===== config.mk =====
export PLATFORM = sky130hd
export DESIGN_NAME = c_like_token_scanner_core_flat
export DESIGN_NICKNAME = d
export VERILOG_FILES = /design/src/rtl/core/ctls_pkg.sv /design/src/rtl/core/ctls_if.sv /design/src/rtl/core/ctls_front.sv /design/src/rtl/core/ctls_queue.sv /design/src/rtl/core/ctls_back.sv /design/src/rtl/core/c_like_token_scanner_core.sv /design/src/flat_wrapper.sv
export VERILOG_INCLUDE_DIRS = /design/src /design/src/rtl/core
export SDC_FILE = /design/constraint.sdc
export NUM_CORES = 1
export LEC_CHECK = 0
export BUFFER_PORTS_ARGS = -buffer_cell sky130_fd_sc_hd__buf_2
export CORE_MARGIN = 2
export CORE_UTILIZATION = 40
export DETAILED_ROUTE_END_ITERATION = 7
export SYNTH_ARGS = -nofsm -noshare
export SYNTH_HDL_FRONTEND = slang
export SYNTH_SLANG_ARGS = --single-unit
export TNS_END_PERCENT = 10

===== constraint.sdc =====
create_clock -name clk -period 6 [get_ports clk]
set_input_delay 0.6 -clock clk [delete_from_list [all_inputs] [get_ports clk]]
set_output_delay 0.6 -clock clk [all_outputs]
set_load 0.01 [all_outputs]

===== src/rtl/core/c_like_token_scanner_core_defines.svh =====
// Assertion helpers for the token scanner core
`ifndef C_LIKE_TOKEN_SCANNER_CORE_DEFINES_SVH
`define C_LIKE_TOKEN_SCANNER_CORE_DEFINES_SVH

// check cons in the same cycle as ante
`define CTLS_ASSERT_IMPL(lbl, clk, rst_n, ante, cons, msg) \
	lbl: assert property (@(posedge clk) disable iff (!rst_n) (ante) |-> (cons)) \
		else $error(msg);

// check cons in the cycle after ante
`define CTLS_ASSERT_NEXT(lbl, clk, rst_n, ante, cons, msg) \
	lbl: assert property (@(posedge clk) disable iff (!rst_n) (ante) |=> (cons)) \
		else $error(msg);

`endif


===== src/rtl/core/ctls_pkg.sv =====
package ctls_pkg;

	localparam int QDEPTH = 8;
	localparam int QAW = $clog2(QDEPTH);
	localparam int CNT_W = QAW + 1;

	localparam logic [3:0] K_OPER   = 4'd0;
	localparam logic [3:0] K_COMMA  = 4'd1;
	localparam logic [3:0] K_LPAREN = 4'd2;
	localparam logic [3:0] K_RPAREN = 4'd3;
	localparam logic [3:0] K_LBRACE = 4'd4;
	localparam logic [3:0] K_RBRACE = 4'd5;
	localparam logic [3:0] K_SEMI   = 4'd6;
	localparam logic [3:0] K_NUM    = 4'd7;
	localparam logic [3:0] K_IDENT  = 4'd8;
	localparam logic [3:0] K_END    = 4'd9;
	localparam logic [3:0] K_ERR    = 4'd10;

	localparam logic [7:0] CH_TAB        = 8'h09;
	localparam logic [7:0] CH_LF         = 8'h0A;
	localparam logic [7:0] CH_SPACE      = 8'h20;
	localparam logic [7:0] CH_BANG       = 8'h21;
	localparam logic [7:0] CH_PERCENT    = 8'h25;
	localparam logic [7:0] CH_LPAREN     = 8'h28;
	localparam logic [7:0] CH_RPAREN     = 8'h29;
	localparam logic [7:0] CH_STAR       = 8'h2A;
	localparam logic [7:0] CH_PLUS       = 8'h2B;
	localparam logic [7:0] CH_COMMA      = 8'h2C;
	localparam logic [7:0] CH_MINUS      = 8'h2D;
	localparam logic [7:0] CH_SLASH      = 8'h2F;
	localparam logic [7:0] CH_DIGIT_LO   = 8'h30;
	localparam logic [7:0] CH_DIGIT_HI   = 8'h39;
	localparam logic [7:0] CH_SEMI       = 8'h3B;
	localparam logic [7:0] CH_LT         = 8'h3C;
	localparam logic [7:0] CH_EQ         = 8'h3D;
	localparam logic [7:0] CH_GT         = 8'h3E;
	localparam logic [7:0] CH_UPPER_LO   = 8'h41;
	localparam logic [7:0] CH_UPPER_HI   = 8'h5A;
	localparam logic [7:0] CH_UNDERSCORE = 8'h5F;
	localparam logic [7:0] CH_LOWER_LO   = 8'h61;
	localparam logic [7:0] CH_LOWER_HI   = 8'h7A;
	localparam logic [7:0] CH_LBRACE     = 8'h7B;
	localparam logic [7:0] CH_RBRACE     = 8'h7D;
	localparam logic [7:0] CH_HIGH       = 8'h80;

	typedef struct packed {
		logic [3:0] kind;
		logic [7:0] chr;
		logic       char_valid;
		logic       last;
	} tok_t;

	typedef struct packed {
		logic [1:0] cnt;
		tok_t       e0;
		tok_t       e1;
	} push_t;

endpackage


===== src/rtl/core/ctls_if.sv =====
interface ctls_in_if;
	logic       valid;
	logic       ready;
	logic [7:0] source_byte;
	logic       end_of_input;

	modport source (output valid, output source_byte, output end_of_input, input ready);
	modport sink (input valid, input source_byte, input end_of_input, output ready);
endinterface

interface ctls_out_if;
	logic       valid;
	logic       ready;
	logic [3:0] token_kind;
	logic [7:0] token_char;
	logic       char_valid;
	logic       token_last;

	modport source (output valid, output token_kind, output token_char, output char_valid,
		output token_last, input ready);
	modport sink (input valid, input token_kind, input token_char, input char_valid,
		input token_last, output ready);
endinterface


===== src/rtl/core/ctls_front.sv =====
module ctls_front (
	input  logic            clk,
	input  logic            arst_n,
	ctls_in_if.sink         byte_stream,
	input  logic            space_ok,
	output ctls_pkg::push_t push
);

	typedef enum logic [10:0] {
		M_IDLE  = 11'b000_0000_0001,
		M_NUM   = 11'b000_0000_0010,
		M_IDENT = 11'b000_0000_0100,
		M_SLASH = 11'b000_0000_1000,
		M_GT    = 11'b000_0001_0000,
		M_LT    = 11'b000_0010_0000,
		M_EQ    = 11'b000_0100_0000,
		M_BANG  = 11'b000_1000_0000,
		M_LINE  = 11'b001_0000_0000,
		M_BLOCK = 11'b010_0000_0000,
		M_STAR  = 11'b100_0000_0000
	} mode_t;

	typedef struct packed {
		logic             emit;
		ctls_pkg::tok_t   tok;
		mode_t            mode;
		logic [3:0]       kind;
	} start_t;

	mode_t      mode_q;
	logic [7:0] held_char_q;
	logic [3:0] held_kind_q;

	mode_t      nxt_mode;
	logic [7:0] nxt_char;
	logic [3:0] nxt_kind;
	logic [1:0] n;
	ctls_pkg::tok_t e0;
	ctls_pkg::tok_t e1;
	ctls_pkg::tok_t held_last;
	ctls_pkg::tok_t held_more;
	start_t     st;
	logic [7:0] b;
	logic       holding;
	logic       accept;

	function automatic logic is_digit(input logic [7:0] c);
		return (c >= ctls_pkg::CH_DIGIT_LO) && (c <= ctls_pkg::CH_DIGIT_HI);
	endfunction

	function automatic logic is_ident(input logic [7:0] c);
		return is_digit(c)
			|| ((c >= ctls_pkg::CH_UPPER_LO) && (c <= ctls_pkg::CH_UPPER_HI))
			|| ((c >= ctls_pkg::CH_LOWER_LO) && (c <= ctls_pkg::CH_LOWER_HI))
			|| (c == ctls_pkg::CH_UNDERSCORE) || (c >= ctls_pkg::CH_HIGH);
	endfunction

	function automatic start_t start_fn(input logic [7:0] c);
		start_t r;
		r.emit = 1'b0;
		r.tok  = '{kind: ctls_pkg::K_OPER, chr: c, char_valid: 1'b1, last: 1'b1};
		r.mode = M_IDLE;
		r.kind = ctls_pkg::K_OPER;
		unique case (c)
			ctls_pkg::CH_SPACE, ctls_pkg::CH_TAB, ctls_pkg::CH_LF: begin
			end
			ctls_pkg::CH_SLASH: r.mode = M_SLASH;
			ctls_pkg::CH_GT:    r.mode = M_GT;
			ctls_pkg::CH_LT:    r.mode = M_LT;
			ctls_pkg::CH_EQ:    r.mode = M_EQ;
			ctls_pkg::CH_BANG:  r.mode = M_BANG;
			ctls_pkg::CH_PLUS, ctls_pkg::CH_MINUS, ctls_pkg::CH_STAR,
			ctls_pkg::CH_PERCENT: r.emit = 1'b1;
			ctls_pkg::CH_COMMA: begin
				r.emit = 1'b1;
				r.tok.kind = ctls_pkg::K_COMMA;
			end
			ctls_pkg::CH_LPAREN: begin
				r.emit = 1'b1;
				r.tok.kind = ctls_pkg::K_LPAREN;
			end
			ctls_pkg::CH_RPAREN: begin
				r.emit = 1'b1;
				r.tok.kind = ctls_pkg::K_RPAREN;
			end
			ctls_pkg::CH_LBRACE: begin
				r.emit = 1'b1;
				r.tok.kind = ctls_pkg::K_LBRACE;
			end
			ctls_pkg::CH_RBRACE: begin
				r.emit = 1'b1;
				r.tok.kind = ctls_pkg::K_RBRACE;
			end
			ctls_pkg::CH_SEMI: begin
				r.emit = 1'b1;
				r.tok.kind = ctls_pkg::K_SEMI;
			end
			default: begin
				priority if (is_digit(c)) begin
					r.mode = M_NUM;
					r.kind = ctls_pkg::K_NUM;
				end else if (is_ident(c)) begin
					r.mode = M_IDENT;
					r.kind = ctls_pkg::K_IDENT;
				end else begin
					r.emit = 1'b1;
					r.tok.kind = ctls_pkg::K_ERR;
				end
			end
		endcase
		return r;
	endfunction

	assign b       = byte_stream.source_byte;
	assign accept  = byte_stream.valid && space_ok;
	assign holding = (mode_q == M_NUM) || (mode_q == M_IDENT) || (mode_q == M_SLASH)
		|| (mode_q == M_GT) || (mode_q == M_LT) || (mode_q == M_EQ) || (mode_q == M_BANG);

	assign byte_stream.ready = space_ok;

	always_comb begin
		st        = start_fn(b);
		held_last = '{kind: held_kind_q, chr: held_char_q, char_valid: 1'b1, last: 1'b1};
		held_more = '{kind: held_kind_q, chr: held_char_q, char_valid: 1'b1, last: 1'b0};
		n         = 2'd0;
		e0        = st.tok;
		e1        = st.tok;
		nxt_mode  = mode_q;
		nxt_char  = held_char_q;
		nxt_kind  = held_kind_q;
		if (byte_stream.end_of_input) begin
			nxt_mode = M_IDLE;
			if (holding) begin
				e0 = held_last;
				e1 = '{kind: ctls_pkg::K_END, chr: 8'h00, char_valid: 1'b0, last: 1'b1};
				n  = 2'd2;
			end else begin
				e0 = '{kind: ctls_pkg::K_END, chr: 8'h00, char_valid: 1'b0, last: 1'b1};
				n  = 2'd1;
			end
		end else begin
			unique case (mode_q)
				M_IDLE: begin
					n        = {1'b0, st.emit};
					nxt_mode = st.mode;
					nxt_char = b;
					nxt_kind = st.kind;
				end
				M_NUM, M_IDENT: begin
					if ((mode_q == M_NUM) ? is_digit(b) : is_ident(b)) begin
						e0       = held_more;
						n        = 2'd1;
						nxt_char = b;
					end else begin
						e0       = held_last;
						n        = 2'd1 + {1'b0, st.emit};
						nxt_mode = st.mode;
						nxt_char = b;
						nxt_kind = st.kind;
					end
				end
				M_SLASH: begin
					priority if (b == ctls_pkg::CH_SLASH) begin
						nxt_mode = M_LINE;
					end else if (b == ctls_pkg::CH_STAR) begin
						nxt_mode = M_BLOCK;
					end else begin
						e0       = held_last;
						n        = 2'd1 + {1'b0, st.emit};
						nxt_mode = st.mode;
						nxt_char = b;
						nxt_kind = st.kind;
					end
				end
				M_GT, M_LT, M_EQ, M_BANG: begin
					if ((b == ctls_pkg::CH_EQ)
						|| ((mode_q == M_GT) && (b == ctls_pkg::CH_GT))
						|| ((mode_q == M_LT) && (b == ctls_pkg::CH_LT))) begin
						e0       = held_more;
						e1       = '{kind: ctls_pkg::K_OPER, chr: b, char_valid: 1'b1,
							last: 1'b1};
						n        = 2'd2;
						nxt_mode = M_IDLE;
					end else begin
						e0       = held_last;
						n        = 2'd1 + {1'b0, st.emit};
						nxt_mode = st.mode;
						nxt_char = b;
						nxt_kind = st.kind;
					end
				end
				M_LINE: begin
					if (b == ctls_pkg::CH_LF) begin
						nxt_mode = M_IDLE;
					end
				end
				M_BLOCK: begin
					if (b == ctls_pkg::CH_STAR) begin
						nxt_mode = M_STAR;
					end
				end
				M_STAR: begin
					priority if (b == ctls_pkg::CH_SLASH) begin
						nxt_mode = M_IDLE;
					end else if (b != ctls_pkg::CH_STAR) begin
						nxt_mode = M_BLOCK;
					end
				end
				default: begin
					nxt_mode = M_IDLE;
				end
			endcase
		end
	end

	assign push.cnt = accept ? n : 2'd0;
	assign push.e0  = e0;
	assign push.e1  = e1;

	always_ff @(posedge clk or negedge arst_n) begin
		if (!arst_n) begin
			mode_q      <= M_IDLE;
			held_char_q <= 8'h00;
			held_kind_q <= 4'h0;
		end else if (accept) begin
			mode_q      <= nxt_mode;
			held_char_q <= nxt_char;
			held_kind_q <= nxt_kind;
		end
	end

endmodule


===== src/rtl/core/ctls_queue.sv =====
`include "c_like_token_scanner_core_defines.svh"

module ctls_queue (
	input  logic            clk,
	input  logic            arst_n,
	input  ctls_pkg::push_t push,
	output logic            space_ok,
	input  logic            pop,
	output logic            not_empty,
	output ctls_pkg::tok_t  head
);

	ctls_pkg::tok_t                 mem_q [ctls_pkg::QDEPTH];
	logic [ctls_pkg::QAW-1:0]       wr_ptr_q;
	logic [ctls_pkg::QAW-1:0]       rd_ptr_q;
	logic [ctls_pkg::CNT_W-1:0]     count_q;
	logic [ctls_pkg::QAW-1:0]       wr_ptr_p1;

	assign wr_ptr_p1 = wr_ptr_q + ctls_pkg::QAW'(1);
	assign space_ok  = count_q <= ctls_pkg::CNT_W'(ctls_pkg::QDEPTH - 2);
	assign not_empty = count_q != '0;
	assign head      = mem_q[rd_ptr_q];

	always_ff @(posedge clk) begin
		if (push.cnt != 2'd0) begin
			mem_q[wr_ptr_q] <= push.e0;
		end
		if (push.cnt == 2'd2) begin
			mem_q[wr_ptr_p1] <= push.e1;
		end
	end

	always_ff @(posedge clk or negedge arst_n) begin
		if (!arst_n) begin
			wr_ptr_q <= '0;
			rd_ptr_q <= '0;
			count_q  <= '0;
		end else begin
			wr_ptr_q <= wr_ptr_q + ctls_pkg::QAW'(push.cnt);
			if (pop) begin
				rd_ptr_q <= rd_ptr_q + ctls_pkg::QAW'(1);
			end
			count_q <= count_q + ctls_pkg::CNT_W'(push.cnt) - ctls_pkg::CNT_W'(pop);
		end
	end

	`CTLS_ASSERT_IMPL(a_no_overflow, clk, arst_n, push.cnt != 2'd0, (count_q + ctls_pkg::CNT_W'(push.cnt)) <= ctls_pkg::CNT_W'(ctls_pkg::QDEPTH), "queue overflow")
	`CTLS_ASSERT_IMPL(a_no_underflow, clk, arst_n, pop, count_q != '0, "pop from empty queue")
	`CTLS_ASSERT_IMPL(a_empty_ptrs, clk, arst_n, count_q == '0, rd_ptr_q == wr_ptr_q, "empty queue with pointers apart")
	`CTLS_ASSERT_NEXT(a_stay_empty, clk, arst_n, (count_q == '0) && (push.cnt == 2'd0), count_q == '0, "empty queue filled without a push")

endmodule


===== src/rtl/core/ctls_back.sv =====
module ctls_back (
	input  logic           clk,
	input  logic           arst_n,
	input  ctls_pkg::tok_t head,
	input  logic           not_empty,
	output logic           pop,
	ctls_out_if.source     token_stream
);

	ctls_pkg::tok_t out_q;
	logic           out_valid_q;

	assign pop = not_empty && (!out_valid_q || token_stream.ready);

	always_ff @(posedge clk or negedge arst_n) begin
		if (!arst_n) begin
			out_valid_q <= 1'b0;
		end else if (!out_valid_q || token_stream.ready) begin
			out_valid_q <= not_empty;
		end
	end

	always_ff @(posedge clk) begin
		if (pop) begin
			out_q <= head;
		end
	end

	assign token_stream.valid      = out_valid_q;
	assign token_stream.token_kind = out_q.kind;
	assign token_stream.token_char = out_q.chr;
	assign token_stream.char_valid = out_q.char_valid;
	assign token_stream.token_last = out_q.last;

endmodule


===== src/rtl/core/c_like_token_scanner_core.sv =====
// Token scanner for C-like source text. The byte_stream channel takes one source byte (or an
// end-of-input mark) per cycle while its ready is high, and the token_stream channel gives one
// token character per cycle while the sink is ready, tagged with its kind and a last flag; one
// character is held back until the next byte shows where the token ends. An item gives zero,
// one or two token characters: the front accepts an item every cycle while the 8-entry result
// queue has room for two more entries, and the output register drains one entry per cycle
// while token_stream is ready, so the sustained rate is one byte per cycle except where items
// that give two characters outrun the single output port. A character is written into the
// queue and then loaded into the output register, which presents it on token_stream.
module c_like_token_scanner_core (
	input  logic        clk,
	input  logic        arst_n,
	ctls_in_if.sink     byte_stream,
	ctls_out_if.source  token_stream
);

	ctls_pkg::push_t push;
	ctls_pkg::tok_t  head;
	logic            space_ok;
	logic            not_empty;
	logic            pop;

	ctls_front u_front (
		.clk         (clk),
		.arst_n      (arst_n),
		.byte_stream (byte_stream),
		.space_ok    (space_ok),
		.push        (push)
	);

	ctls_queue u_queue (
		.clk       (clk),
		.arst_n    (arst_n),
		.push      (push),
		.space_ok  (space_ok),
		.pop       (pop),
		.not_empty (not_empty),
		.head      (head)
	);

	ctls_back u_back (
		.clk          (clk),
		.arst_n       (arst_n),
		.head         (head),
		.not_empty    (not_empty),
		.pop          (pop),
		.token_stream (token_stream)
	);

endmodule


===== src/flat_wrapper.sv =====
// flat-port wrapper written by rule: the top's interface ports become plain ports
module c_like_token_scanner_core_flat 
  (clk, arst_n, byte_stream_valid, byte_stream_source_byte, byte_stream_end_of_input, byte_stream_ready, token_stream_valid, token_stream_token_kind, token_stream_token_char, token_stream_char_valid, token_stream_token_last, token_stream_ready);
  ctls_in_if byte_stream_i ();
  ctls_out_if token_stream_i ();
  input  logic clk;
  input  logic arst_n;
  input wire logic [$bits(byte_stream_i.valid)-1:0] byte_stream_valid;
  input wire logic [$bits(byte_stream_i.source_byte)-1:0] byte_stream_source_byte;
  input wire logic [$bits(byte_stream_i.end_of_input)-1:0] byte_stream_end_of_input;
  output wire logic [$bits(byte_stream_i.ready)-1:0] byte_stream_ready;
  output wire logic [$bits(token_stream_i.valid)-1:0] token_stream_valid;
  output wire logic [$bits(token_stream_i.token_kind)-1:0] token_stream_token_kind;
  output wire logic [$bits(token_stream_i.token_char)-1:0] token_stream_token_char;
  output wire logic [$bits(token_stream_i.char_valid)-1:0] token_stream_char_valid;
  output wire logic [$bits(token_stream_i.token_last)-1:0] token_stream_token_last;
  input wire logic [$bits(token_stream_i.ready)-1:0] token_stream_ready;
  assign byte_stream_i.valid = byte_stream_valid;
  assign byte_stream_i.source_byte = byte_stream_source_byte;
  assign byte_stream_i.end_of_input = byte_stream_end_of_input;
  assign byte_stream_ready = byte_stream_i.ready;
  assign token_stream_valid = token_stream_i.valid;
  assign token_stream_token_kind = token_stream_i.token_kind;
  assign token_stream_token_char = token_stream_i.token_char;
  assign token_stream_char_valid = token_stream_i.char_valid;
  assign token_stream_token_last = token_stream_i.token_last;
  assign token_stream_i.ready = token_stream_ready;
  c_like_token_scanner_core u_core (.clk(clk), .arst_n(arst_n), .byte_stream(byte_stream_i), .token_stream(token_stream_i));
endmodule

==> results.yml, run 1 <==
status:
  status: "finished, final reports clean"
setup_path:
  crit_buf_inv: 1
  criticalPathCategory: "flip-flop to flip-flop"
  worst_setup_path_start_kind: "flip-flop"
  cp.arrival_ns: 4.49
  cp-end-kind: "flip-flop"
  critPathSlowestCell: "nand2_1"
  cp.required_ns: 6.07
  crit_chain: "or4_1 -> nor3_1 -> o211a_1 -> o2111ai_1 -> and2_1 -> inv_6 -> nand3_1 -> nand2_1"
  slowest_delay_ns: 0.71
  critPathTopFamily: "simple AND/OR/NAND/NOR gates"
  critPathMaxFanout: 27
clocking:
  cts.reportedPaths.clkPinSlew_ns: 0.07
  numCtsBuffers: 17
  tritoncts: "yes"
  h-tree-depth: 4
  hold_buffers: 0
  clkSinkCount: 158
  cts_buffer_depth: 2
  cts_resized: 0
  clock_latency_ns: 0.44
  post_cts_buffers: 0
  root_buffer: "clkbuf_16"
place:
  gp_congestion: 0.919
  place_inst: 962
  dp.final_hpwl_um: 16300
  portBuffers: 28
routing:
  finalWirelength_um: 24100
  detail_route.first_pass.iterations: 6
  vias_per_cell: 6.44
  detail_route.iter0.violations: 717
  drc: 0
  vias: 6403
  ant_nets: 0
  detail_route.wl_per_cell_um: 24.2
cells_and_area:
  area_growth_pct: 10.1
  fill_cells: 1895
  antenna_cells: 0
  post_route_cells_drive_above_1_share_pct: 18.6
  fin_nets: 731
  fin_cells: 994
sta:
  fmax_ghz: 0.226
  min_period_ns: 4.42
  tightest_slew_ns: 1.45
  min_period_over_period_pct: 73.6
  setup_violations: 0
  finalMaxSlewViolations: 0
  finalHoldViolations: 0
  rsz0062_at_grt: "false"
  relSlewSlack_pct: 3.01
  fin_setup_tns_ns: 0
  finClkSkew_ns: 0.0124
global_route:
  grt_pass1_vias: 6134
  overflow: 0
  grt_use_met3_pct: 4.80
  antenna_found_initial: 0
  grt_max_degree: 33
  grt_pass1_wl_um: 36900
  busiest_layer: "met2"
  grtUsageTotal_pct: 22.4
  met2_usage_pct: 34.7
  use_met1_pct: 31.2
yosys:
  avgSynthCellArea_um2: 11.9
  synth_area_leaders: "edfxtp_1 (42%), dfrtp_1 (9.2%), mux4_2 (7.5%)"
  synth_edf_count: 118
  ys.flop_type: "edfxtp_1"
  synth-seq-cells: 158
  syn-num-nets: 732
  syn_inst: 707
  ys_seq_area_share_pct: 53.5
  ys_top_cells_by_count: "edfxtp_1 (118), o22ai_1 (92), nand2_1 (61), nor2_1 (41), dfrtp_1 (31)"
  netlist.area_leader.share_pct: 42.1
  syn_area_um2: 8420
  synthMostInstantiatedCell: "edfxtp_1"
  async_flop_share_pct: 20.3
  synth_cell_types: 72
  yosys.area.top_type: "edfxtp_1"
  synth_warnings: 0
floorplanning:
  fp.dieArea_um2: 22200
  die_h_um: 149
  fp.coreArea_um2: 20800
  die_x_um: 149
  ioPinCount: 29
  start_util_pct: 40.4
  std_cell_rows: 53
power_and_ir_drop:
  cellPowerDensity_nw_per_um2: 446
  ir_worst_vdd_mv: 0.208
  power.leakage_nw: 3.35
flow_run:
  drv_cap: 0
hold_path:
  hold_path.class: "input port to async pin"
==> cell families after synthesis <==
| kind of cell | Yosys count | synth area share, % |
|---|---|---|
| compound gates | 209 | 17.0 |
| fa+ha+maj | 12 | 1.96 |
| flops | 158 | 53.5 |
| mux | 61 | 11.8 |
| simple gates | 184 | 10.6 |
| buf+inv | 75 | 4.33 |
| xor+xnor | 8 | 0.832 |
==> worst reg2reg max path, delay by kind of cell (launching register included) <==
kind	cells	cell delay (ns)
compound gates	2	0.42
buf+inv	1	0.29
flops	1	0.47
simple gates	5	2.86
==> stage by stage <==
stage	utilization (%)	power, mW	instance area, um2	hold WS [ns]	setup WS (ns)
after detailed placement	41.6	3.03	8670	0.479	1.53
after global routing	44.5	4.33	9270	0.313	1.40
after floorplan	-	2.60	8420	0.304	2.18
after global placement	41.6	3.01	8670	0.467	1.60
after CTS	44.5	4.13	9270	0.293	1.71
final	44.5	4.13	9270	0.257	1.58
==> cell usage in the layout (no fill, tap or decap), types with 21 or more instances in the layout <==
cell type | synthesis | layout
buf_2 | 6 | 28
mux4_2 | 28 | 28
dfrtp_1 | 31 | 30
edfxtp_1 | 118 | 118
nand2_1 | 61 | 61
nor2_1 | 41 | 41
inv_1 | 21 | 21
o22ai_1 | 92 | 92
o21ai_0 | 25 | 25
mux2_2 | 22 | 22
==> sequential cells by signal, indices dropped and copies added, names as in the netlist <==
| signal | flops |
|---|---|
| u_core.u_queue.count_q | 4 |
| u_core.u_queue.wr_ptr_q | 3 |
| u_core.u_queue.mem_q | 112 |
| u_core.u_back.token_stream.valid | 1 |
| u_core.u_front.held_kind_q | 2 |
| u_core.u_back.token_stream.char_valid | 1 |
| u_core.u_front.held_char_q | 8 |
| u_core.u_queue.rd_ptr_q | 3 |
| u_core.u_back.token_stream.token_last | 1 |
| u_core.u_back.token_stream.token_kind | 4 |
| u_core.u_front.mode_q | 11 |
| u_core.u_back.token_stream.token_char | 8 |
==> power by group <==
group	internal (mW)	total, mW	switching, mW
registers	1.43	1.63	0.205
clock network	0.598	1.11	0.507
logic	0.560	1.40	0.837
total	2.58	4.13	1.55
==> layer usage <==
metal	routed length [um]	up-vias
li1	-	2788
met1	10100	3192
met2	11300	375
met3	2000	48
met4	754	0
met5	0	-
==> worst paths after layout <==
kind,start,end,slack [ns],cells past startpoint
max in group asynchronous,arst_n,u_core.u_queue.rd_ptr_q[0],5.15,1
worst min register to register,u_core.u_front.held_char_q[0],u_core.u_front.held_char_q[0],0.50,2
min in group clk,token_stream_ready,u_core.u_back.token_stream.valid,0.36,2
worst min-delay path,arst_n,u_core.u_front.mode_q[5],0.26,1
worst max-delay path,u_core.u_front.mode_q[5],u_core.u_queue.mem_q[4][12],1.58,8
worst max register to register,u_core.u_front.mode_q[5],u_core.u_queue.mem_q[4][12],1.58,8
==> final cells by class <==
cell class,instances,area [um2],share of cell area [%]
clock buffer,18,429,4.63
clock inverter,14,170,1.84
inverter,23,93.8,1.01
multi-input combinational,474,3550,38.3
sequential,158,4510,48.6
tap,275,344,3.71
timing repair buffer,32,170,1.84
Power figures use the tool's default switching activity.
==> inputs of run 2 (changes only) <==
==> constraint.sdc (replaced) <==
create_clock -name clk -period 3.9 [get_ports clk]
set_input_delay 0.39 -clock clk [delete_from_list [all_inputs] [get_ports clk]]
set_output_delay 0.39 -clock clk [all_outputs]
set_load 0.01 [all_outputs]
==> run 2 against run 1 <==
  * Routed wire length is 2.1% higher
  * Cell count is 6.0% higher
  * First-iteration DRC count is 13% higher
  * Fmax is 19% higher
==> results.yml, run 2 (synthesis gave the netlist of run 1 again) <==
status:
  status: "finished, final reports clean"
setup_path:
  crit_top_cell: "buf_4"
  critPathSlowestCell: "or4_1"
  slowest_delay_ns: 0.68
  cp-end-kind: "flip-flop"
  cp.arrival_ns: 3.84
  cp.required_ns: 4.04
  critPathMaxFanout: 9
  criticalPathCategory: "flip-flop to flip-flop"
  crit_chain: "or4_1 -> nor4_1 -> or3_1 -> o221a_2 -> o2111ai_1 -> and2_1 -> buf_4 -> a211o_2 -> nand2_1 -> buf_4"
  worst_setup_path_start_kind: "flip-flop"
cells_and_area:
  layout_commonest_cell: "edfxtp_1"
  fin_area_um2: 9750
  fill_cells: 1913
  area_growth_pct: 15.9
  fin_nets: 791
  post_route_cells_drive_above_1_share_pct: 24.9
  antenna_cells: 0
  top_register: "u_core.u_queue.mem_q"
  fin_cells: 1054
  reg_top3: "u_core.u_queue.mem_q (112), u_core.u_front.mode_q (11)"
  multi_input_area_um2: 3550
  seq_area_um2: 4510
  final_cell_mix: "edfxtp_1 (118), o22ai_1 (92), nand2_1 (61), buf_4 (61), nor2_1 (41)"
  largest_reg_flops: 112
routing:
  detail_route.iter0.violations: 813
  finalWirelength_um: 24600
  vias: 6618
  detail_route.first_pass.iterations: 5
  vias_per_cell: 6.28
  ant_nets: 0
  drc: 0
  detail_route.wl_per_cell_um: 23.3
sta:
  min_period_over_period_pct: 94.9
  fmax_ghz: 0.270
  min_period_ns: 3.70
  finalMaxSlewViolations: 0
  finClkSkew_ns: 0.00956
  rsz0062_at_grt: "false"
  fin_setup_tns_ns: 0
  finalHoldViolations: 0
  tightest_slew_ns: 1.10
  relSlewSlack_pct: 26.6
  setup_violations: 0
global_route:
  overflow: 0
  grt_pass1_vias: 6452
  grt_max_degree: 33
  antenna_found_initial: 0
  grt_pass1_wl_um: 38400
  grtUsageTotal_pct: 22.9
floorplanning:
  std_cell_rows: 53
  die_h_um: 149
  start_util_pct: 40.4
  fp.dieArea_um2: 22200
  die_x_um: 149
  fp.coreArea_um2: 20800
  ioPinCount: 29
clocking:
  cts.reportedPaths.clkPinSlew_ns: 0.07
  h-tree-depth: 4
  root_buffer: "clkbuf_16"
  clock_latency_ns: 0.43
  numCtsBuffers: 17
  hold_buffers: 0
  cts_resized: 0
  cts_buffer_depth: 2
  tritoncts: "yes"
  post_cts_buffers: 0
  clkSinkCount: 158
place:
  place_inst: 1022
  portBuffers: 28
  gp_congestion: 0.908
  placed_cell_area_um2: 9160
  dp.final_hpwl_um: 17400
hold_path:
  hold_path.class: "input port to async pin"
power_and_ir_drop:
  ir_worst_vdd_mv: 0.334
  cellPowerDensity_nw_per_um2: 663
  power.leakage_nw: 3.64
flow_run:
  drv_cap: 0
run 2: cell count changes in the layout (fill, tap and decap cells not counted):
| cell | change |
|---|---|
| buf_12 | +3 |
| buf_4 | +57 |
| bufinv_16 | +1 |
| clkinv_2 | +1 |
| clkinv_4 | +1 |
| clkinv_8 | -2 |
| inv_8 | -1 |
run 2: final cells by class:
| class | instances | share of cell area, % |
|---|---|---|
| Sequential cell | 158 | 46.2 |
| Tap cell | 275 | 3.53 |
| Timing Repair Buffer | 92 | 6.75 |
| Inverter | 23 | 0.962 |
| Multi-Input combinational cell | 474 | 36.4 |
| Clock inverter | 14 | 1.74 |
| Clock buffer | 18 | 4.40 |
run 2: stage by stage:
stage	hold slack, ns	util (%)	power [mW]	setup slack [ns]
floorplan	0.0944	-	3.99	0.290
global placement	0.474	44.0	4.71	0.161
detailed placement	0.492	44.0	4.77	0.114
CTS	0.0827	46.8	6.48	0.210
global route	0.106	46.8	6.80	0.0503
finish	0.0551	46.8	6.47	0.199
run 2: final timing paths:
| check | from | end | slack, ns | cells after the start |
|---|---|---|---|---|
| worst max-delay path | u_core.u_front.mode_q[5] | u_core.u_queue.mem_q[4][1] | 0.20 | 10 |
| worst min-delay path | arst_n | u_core.u_front.mode_q[5] | 0.06 | 1 |
| worst max register to register | u_core.u_front.mode_q[5] | u_core.u_queue.mem_q[4][1] | 0.20 | 10 |
| worst min register to register | u_core.u_front.held_char_q[3] | u_core.u_front.held_char_q[3] | 0.51 | 2 |
| max in group asynchronous | arst_n | u_core.u_queue.rd_ptr_q[0] | 3.24 | 1 |
| min in group clk | token_stream_ready | u_core.u_back.token_stream.valid | 0.15 | 2 |
run 2: routing by layer:
metal	track usage, %	wire, um	vias up
li1	-	-	2909
met1	31.0	10000	3307
met2	37.1	12000	351
met3	5.05	2090	51
met4	7.29	497	0
met5	0	0	-
run 2: where the power goes:
part           switching, mW  leakage [nW]  internal (mW)
Sequential             0.314          1.61           2.19
Combinational           1.28          1.75          0.966
Clock                  0.745         0.294          0.969
run 2: worst max-delay path: cells and delay by family, from the launching register on:
family	cells	cell delay [ns]
and+or+nand+nor	5	1.83
buffers and inverters	2	0.43
AOI/OAI and AO/OA	3	0.67
DFF	1	0.47
==> inputs of run 3 (changes only) <==
--- a/config.mk
+++ b/config.mk
@@ -7,9 +7,12 @@
 export NUM_CORES = 1
 export LEC_CHECK = 0
 export BUFFER_PORTS_ARGS = -buffer_cell sky130_fd_sc_hd__buf_2
+export CELL_PAD_IN_SITES_DETAIL_PLACEMENT = 1
+export CELL_PAD_IN_SITES_GLOBAL_PLACEMENT = 2
 export CORE_MARGIN = 2
-export CORE_UTILIZATION = 40
+export CORE_UTILIZATION = 39
 export DETAILED_ROUTE_END_ITERATION = 7
+export PLACE_DENSITY_LB_ADDON = 0.1
 export SYNTH_ARGS = -nofsm -noshare
 export SYNTH_HDL_FRONTEND = slang
 export SYNTH_SLANG_ARGS = --single-unit
==> run 3 against run 2 <==
  * Clock skew up 0.0072 ns
  * Utilization shrank 0.64 points
  * Cell count down 0.28%
  * Combinational power hardly changed
  * Die area increased by 2.5%
  * Clock-buffer cell count fell by 1
  * Hold slack better by 0.0060 ns
  * Setup slack improved by 0.064 ns
  * Clock power decreased by 3%
  * Largest power group unchanged
  * Largest cell class unchanged
  * Highest routed layer unchanged
  * Via count shrank 5.1%
  * Power is 0.74% lower
==> results.yml, run 3 (synthesis gave the netlist of run 1 again) <==
sta:
  finalMaxSlewViolations: 0
  rsz0062_at_grt: "false"
  min_period_over_period_pct: 93.3
  finClkSkew_ns: 0.0168
  setup_violations: 0
  whs_ns: 0.0611
  relSlewSlack_pct: 28.2
  tightest_slew_ns: 1.07
  min_period_ns: 3.64
  fin_ws_ns: 0.262
  fmax_ghz: 0.275
  fin_setup_tns_ns: 0
  finalHoldViolations: 0
clocking:
  clock_latency_ns: 0.44
  tritoncts: "yes"
  clkSinkCount: 158
  h-tree-depth: 4
  cts.reportedPaths.clkPinSlew_ns: 0.08
  cts_resized: 0
  cts_buffer_depth: 2
  hold_buffers: 0
  root_buffer: "clkbuf_16"
  numCtsBuffers: 17
  post_cts_buffers: 0
power_and_ir_drop:
  swShare_pct: 37.3
  seqPwrFrac_pct: 38.9
  combinationalPowerShare_pct: 35.2
  power.leakage_nw: 3.63
  power.switching_mw: 2.40
  ir_worst_vdd_mv: 0.323
  p_int_mw: 4.03
  cellPowerDensity_nw_per_um2: 659
  clkPwrFrac_pct: 25.9
place:
  place_inst: 1019
  portBuffers: 28
  gp_congestion: 0.827
  dp.final_hpwl_um: 18000
  pre_cts_slack_ns: 0.0908
global_route:
  grt_use_met3_pct: 3.64
  grtUsageTotal_pct: 22.7
  busiest_layer: "met2"
  grt_max_degree: 33
  use_met1_pct: 28.6
  overflow: 0
  grt_pass1_wl_um: 38700
  grt_pass1_vias: 6685
  antenna_found_initial: 0
  met2_usage_pct: 40.5
cells_and_area:
  top_register: "u_core.u_queue.mem_q"
  largest_reg_flops: 112
  fin_cells: 1051
  post_route_cells_drive_above_1_share_pct: 24.7
  area_growth_pct: 15.8
  reg_top3: "u_core.u_queue.mem_q (112), u_core.u_front.mode_q (11)"
  fin_nets: 788
  antenna_cells: 0
  final_cell_mix: "edfxtp_1 (118), o22ai_1 (92), nand2_1 (61)"
  layout_commonest_cell: "edfxtp_1"
routing:
  ant_nets: 0
  detail_route.first_pass.iterations: 4
  detail_route.iter0.violations: 342
  finalWirelength_um: 24600
  detail_route.wl_per_cell_um: 23.4
  vias: 6281
  vias_per_cell: 5.98
  drc: 0
setup_path:
  critPathTopFamily: "simple AND/OR/NAND/NOR gates"
  cp.required_ns: 4.26
  cp-end-kind: "flip-flop"
  crit_chain: "or4_1 -> nor4_1 -> or3_1 -> o221a_2 -> o2111ai_1 -> and2_1 -> ha_1 -> inv_1 -> ha_1 -> a21o_1 -> a21oi_1 -> xor2_1"
  crit_top_cell: "ha_1"
  ff2ff_setup_slack_ns: 0.26
  criticalPathCategory: "flip-flop to flip-flop"
  crit_buf_inv: 1
  slowest_delay_ns: 0.68
  critPathSlowestCell: "or4_1"
  critPathMaxFanout: 9
  cp.arrival_ns: 3.99
  worst_setup_path_start_kind: "flip-flop"
floorplanning:
  ioPinCount: 29
  start_util_pct: 39.9
  die_h_um: 151
  std_cell_rows: 53
  die_x_um: 151
  fp.dieArea_um2: 22800
  fp.coreArea_um2: 21100
hold_path:
  hold_path.class: "input port to async pin"
flow_run:
  drv_cap: 0
status:
  status: "finished, final reports clean"
[run 3: cell count changes in the layout (fill, tap and decap cells not counted), sizes merged]
cell,change
inv,+2
bufinv,-2
clkinvlp,+1
buf,-3
clkbuf,-1
[run 3: layer usage]
| layer | vias up | wire length [um] |
|---|---|---|
| met2 | 137 | 12800 |
| met5 | - | 0 |
| li1 | 2909 | - |
| met1 | 3204 | 10800 |
| met4 | 0 | 335 |
| met3 | 31 | 688 |
[run 3: cell type report]
cell class / instances / area, um2
fill: 2221 / 11300
sequential: 158 / 4510
multi-input combinational: 474 / 3550
timing repair buffer: 89 / 661
clock buffer: 17 / 425
tap: 275 / 344
clock inverter: 15 / 161
inverter: 23 / 93.8
[run 3: path summary, 6_finish.rpt]
check	from	end	depth (start not counted)
worst max register to register	u_core.u_front.mode_q[4]	u_core.u_queue.count_q[3]	12
min in group clk	token_stream_ready	u_core.u_back.token_stream.valid	2
worst max-delay path	u_core.u_front.mode_q[4]	u_core.u_queue.count_q[3]	12
worst min-delay path	arst_n	u_core.u_queue.rd_ptr_q[2]	1
max in group asynchronous	arst_n	u_core.u_queue.rd_ptr_q[0]	1
worst min register to register	u_core.u_front.held_char_q[0]	u_core.u_front.held_char_q[0]	2
[run 3: through the flow]
| step | utilization, % | cell area (um2) | power (mW) |
|---|---|---|---|
| 3_3_place_gp | 43.4 | 9160 | 4.72 |
| 5_1_grt | 46.2 | 9740 | 6.79 |
| 4_1_cts | 46.2 | 9740 | 6.48 |
| 6_report | 46.2 | 9740 | 6.42 |
| 3_5_place_dp | 43.4 | 9160 | 4.81 |
| 2_1_floorplan | - | 8420 | 3.99 |
[run 3: power groups by stage]
stage               Combinational (mW)  Clock [mW]  Sequential [mW]
floorplan                         1.61           0             2.38
global placement                  2.20           0             2.53
detailed placement                2.26           0             2.55
CTS                               2.28        1.69             2.51
global route                      2.48        1.76             2.56
finish                            2.26        1.66             2.50
